File: src/gcm_frac_div.sv
// pipelined restoring divider for the normalized sample fraction
module gcm_frac_div #(
	parameter int FB = 16,
	parameter int TW = 1
) (
	input  logic          clk,
	input  logic          arst_n,
	input  logic          v_in,
	input  logic [TW-1:0] tag_in,
	input  logic [31:0]   num,
	input  logic [31:0]   den,
	output logic          v_out,
	output logic [TW-1:0] tag_out,
	output logic [FB-1:0] quo
);

	logic          v_s   [FB];
	logic [TW-1:0] tag_s [FB];
	logic [31:0]   rem_s [FB];
	logic [31:0]   den_s [FB];
	logic [FB-1:0] quo_s [FB];

	logic [31:0]   r_in  [FB];
	logic [31:0]   d_in  [FB];
	logic [FB-1:0] q_in  [FB];
	logic [32:0]   sh    [FB];
	logic          take  [FB];

	always_comb begin
		for (int k = 0; k < FB; k++) begin
			if (k == 0) begin
				r_in[k] = num;
				d_in[k] = den;
				q_in[k] = '0;
			end else begin
				r_in[k] = rem_s[k-1];
				d_in[k] = den_s[k-1];
				q_in[k] = quo_s[k-1];
			end
			sh[k]   = {r_in[k], 1'b0};
			take[k] = sh[k] >= {1'b0, d_in[k]};
		end
	end

	always_ff @(posedge clk or negedge arst_n) begin
		if (!arst_n) begin
			for (int k = 0; k < FB; k++) v_s[k] <= 1'b0;
		end else begin
			for (int k = 0; k < FB; k++) v_s[k] <= (k == 0) ? v_in : v_s[k-1];
		end
	end

	always_ff @(posedge clk) begin
		for (int k = 0; k < FB; k++) begin
			tag_s[k] <= (k == 0) ? tag_in : tag_s[k-1];
			den_s[k] <= d_in[k];
			rem_s[k] <= take[k] ? 32'(sh[k] - {1'b0, d_in[k]}) : sh[k][31:0];
			quo_s[k] <= {q_in[k][FB-2:0], take[k]};
		end
	end

	assign v_out   = v_s[FB-1];
	assign tag_out = tag_s[FB-1];
	assign quo     = quo_s[FB-1];

endmodule

File: config.mk
export PLATFORM = sky130hd
export DESIGN_NAME = gcm_frac_div
export DESIGN_NICKNAME = d
export VERILOG_FILES = /design/src/gcm_frac_div.sv
export SDC_FILE = /design/constraint.sdc
export NUM_CORES = 2
export LEC_CHECK = 0
export BUFFER_PORTS_ARGS = -buffer_cell sky130_fd_sc_hd__buf_4
export CAP_MARGIN = 20
export CORE_MARGIN = 10
export CORE_UTILIZATION = 47
export CTS_CLUSTER_SIZE = 14
export DETAILED_ROUTE_END_ITERATION = 10
export MAX_ROUTING_LAYER = met4
export PLACE_DENSITY = 0.64
export SLEW_MARGIN = 0
export SYNTH_ARGS = -nofsm -noshare
export SYNTH_HDL_FRONTEND = slang
export SYNTH_SLANG_ARGS = --single-unit
File: constraint.sdc
create_clock -name clk -period 3.69 [get_ports clk]
set_input_delay 0.1845 -clock clk [delete_from_list [all_inputs] [get_ports clk]]
set_output_delay 0.1845 -clock clk [all_outputs]
set_load 0.01 [all_outputs]
==> impl_metrics.py <==
metrics = {
    "final_layout": {
        "syn_to_final_growth_pct": 14.85,
        "multi_input_area_um2": 29210,
        "mostFrequentLayoutCells": "dfxtp_1 (1112), inv_1 (639), a21oi_1 (535)",
        "nNetsFinal": 6896,
        "diodes": 0,
        "drive_gt1_share_pct": 8.952,
        "regArea_um2": 22660,
        "fill_cells": 10497,
        "layout_commonest_cell": "dfxtp_1",
    },
    "critical_path": {
        "crit_chain": "inv_1 > ha_1 > nor2b_1 > o31a_1 > o31a_1 > o21ba_2 > o2111ai_2 > a21boi_1 > o21ai_2 > a21oi_1 > or4_4 > clkbuf_16 > mux2_4",
        "critPathKind": "reg -> reg",
        "cpLargestDelayFamily": "compound AO/OA/AOI/OAI gates",
        "crit_required_ns": 4.28,
        "worst-path-max-fanout": 15,
        "end_kind": "flop",
        "cp-start-kind": "flop",
        "critPathBufInv": 2,
        "slowest_stage": "or4_4",
        "crit_path_frequent_cell": "o31a_1",
        "crit_arrival_ns": 4.15,
        "max_stage_delay_ns": 0.52,
    },
    "clocking": {
        "clock_sinks": 1128,
        "cts_buffers": 119,
        "cts.clk_slew.worst_paths_ns": 0.06,
        "cts_tree": "done",
        "clock_path_buffers": 3,
        "root_buffer": "clkbuf_16",
        "cts-htree-levels": 3,
        "clk-insertion-delay-late_ns": 0.73,
    },
    "route": {
        "wl_per_cell_um": 16.20,
        "wl_um": 128400,
        "route.detailed.drc": 0,
        "drt-initial-drc-count": 2015,
        "drt_pre_antenna_iters": 7,
        "vias": 42002,
        "antenna_left": 0,
        "via_per_inst": 5.300,
    },
    "synthesis": {
        "syn_nets": 6628,
        "synth_cells": 6034,
        "synth_top_flop_cell": "dfxtp_1",
        "synth_top_area_share_pct": 40.56,
        "synth_cell_types": 99,
        "syn_area_um2": 54880,
        "synth_top_cells_by_area": "dfxtp_1 (41%), ha_1 (12%), a21oi_1 (4.9%)",
        "synth_seq_cells": 1128,
        "synth_largest_area_cell": "dfxtp_1",
        "ys_seq_area_share_pct": 41.29,
        "ys_warn_count": 0,
        "avgSynthCellArea_um2": 9.095,
        "postSynth.asyncResetShare_pct": 1.418,
        "synth_edf_count": 0,
    },
    "place": {
        "hpwl_um": 101500,
        "routabilityCongestion": 0.9295,
        "io_buffers": 85,
    },
    "power_and_ir_drop": {
        "pwr-share-clk_pct": 19.5,
        "p_leak_nw": 29.87,
        "power.density_nw_per_um2": 1000,
        "swShare_pct": 38.98,
        "power_frac_seq_pct": 28.8,
        "p_int_mw": 38.48,
        "switchingPower_mw": 24.58,
        "p_comb_share_pct": 51.6,
        "peakVddDrop_mv": 0.5317,
        "total_power_mw": 63.06,
    },
    "flow_run": {
        "maxCapViolCount": 0,
    },
    "global_route": {
        "grt_antenna_before_repair": 1,
        "grt_max_degree": 53,
        "grt_use_total_pct": 19.79,
        "grt_pass1_vias": 43282,
        "grt_overflow": 0,
        "grt_pass1_wl_um": 209200,
    },
    "die": {
        "core_um2": 116000,
        "initial_core_util_pct": 47.29,
        "fp.dieArea_um2": 130800,
        "die_y_um": 361.7,
        "ios": 86,
        "die-width_um": 361.7,
        "row_count": 125,
    },
    "timing": {
        "min_period_over_period_pct": 96.44,
        "rsz0062_at_grt": "false",
        "hold_slack_ns": 0.1202,
        "worstMarginPinSlew_ns": 0.9130,
        "fin_worst_skew_ns": 0.04692,
        "setup_viol": 0,
        "maxSlewViolCount": 0,
        "period_needed_ns": 3.559,
        "hold_violations": 0,
        "finalSetupTns_ns": 0,
        "timing.slew.headroom_pct": 38.99,
        "max_freq_mhz": 281.0,
    },
    "status": {
        "status": "completed",
    },
    "worst_hold_path": {
        "worstHoldPathType": "in -> reg",
    },
}
==> area by class of cell <==
cell class	count	area share, %
well taps	1524	3.025
clock inverters	51	1.064
multi-input cells	4104	46.35
flip-flops and latches	1128	35.96
repair buffers	306	4.264
inverters	643	3.829
clock buffers	169	5.517
==> per-stage QoR <==
| stage | std cells | util, % | cell area, um^2 | worst slack (ns) |
|---|---|---|---|---|
| floorplan | 6034 | - | 54880 | 0.5794 |
| global placement | 7634 | 50.08 | 58110 | 0.09277 |
| detailed placement | 7634 | 50.08 | 58110 | 0.05330 |
| CTS | 7923 | 54.25 | 62950 | 0.04013 |
| global route | 7925 | 54.31 | 63030 | 0.0009801 |
| finish | 7925 | 54.31 | 63030 | 0.1313 |
==> sequential cells by signal (all words and copies together) (netlist names) <==
register and cells:
v_out 1, rem_s 480, tag_s 16, den_s 480
quo_s 136, v_s 15
==> routing by layer <==
layer,vias to the layer above,part of all wire (%),global-route usage [%]
li1,21459,-,-
met1,19281,37,17.97
met3,435,2.7,2.281
met2,827,54,38.80
met5,-,0,-
met4,0,6.8,12.28
==> power by group through the flow <==
stage	Combinational (mW)	Sequential [mW]	Clock [mW]
global placement	31.8	18.4	0
floorplan	24.5	17.8	0
global route	36.4	18.6	13.2
detailed placement	32.2	18.4	0
CTS	32.5	18.2	12.7
finish	32.6	18.2	12.3
==> final timing paths <==
path	from	endpoint	slack [ns]	cells after the start
max	den_s[1][1]	rem_s[1][61]	0.13	13
min	den[13]	den_s[0][13]	0.12	2
min in group asynchronous	arst_n	v_out	0.59	3
max reg2reg	den_s[1][1]	rem_s[1][61]	0.13	13
min reg2reg	quo_s[1][18]	quo_s[1][35]	0.31	0
max in group asynchronous	arst_n	v_s[15]	2.64	3
==> Yosys cell counts (10+ instances only) <==
library cell,count
nand4_1,82
nor2b_1,65
nand2b_1,78
mux2_1,82
or3_1,30
o21a_1,64
and4_1,14
and2_1,27
fa_1,15
a2111oi_0,12
o21ai_0,252
mux2_2,43
a41oi_1,14
or2_2,10
nor3b_1,11
dfxtp_1,1112
ha_1,511
nor4_1,14
o22ai_1,12
a211oi_1,43
buf_2,32
a21oi_1,536
o21ai_1,141
a21o_1,273
and3_1,42
o21bai_1,46
nor3_1,51
nor2_1,359
o31a_1,21
dfrtp_1,16
xor2_1,169
a221o_1,10
a211o_1,19
mux2_4,35
o211ai_1,20
nand3_1,98
xnor2_1,233
inv_1,639
a31oi_1,49
clkbuf_1,112
a21boi_0,13
nand2_1,416
o31ai_1,38
==> cell families (layout without fill, tap and decap cells) <==
| family | count (synthesis) | count (layout) | synth area share (%) |
|---|---|---|---|
| AO/OA/AOI/OAI | 1679 | 1679 | 19.24 |
| AND/OR/NAND/NOR | 1328 | 1328 | 11.47 |
| adder cells (fa/ha/maj) | 526 | 526 | 12.20 |
| XOR/XNOR | 402 | 402 | 6.416 |
| buffers and inverters | 802 | 1169 | 5.698 |
| flip-flops | 1128 | 1128 | 41.29 |
| multiplexers | 169 | 169 | 3.687 |
==> timing repair <==
| action | CTS | global route |
|---|---|---|
| buffers inserted | 0 | 1 |
| hold buffers | 69 | 0 |
| hold endpoints to repair | 82 | 0 |
| resized for setup | 0 | 9 |
| setup endpoints to repair | 0 | 56 |
(Power assumes the default switching activity.)
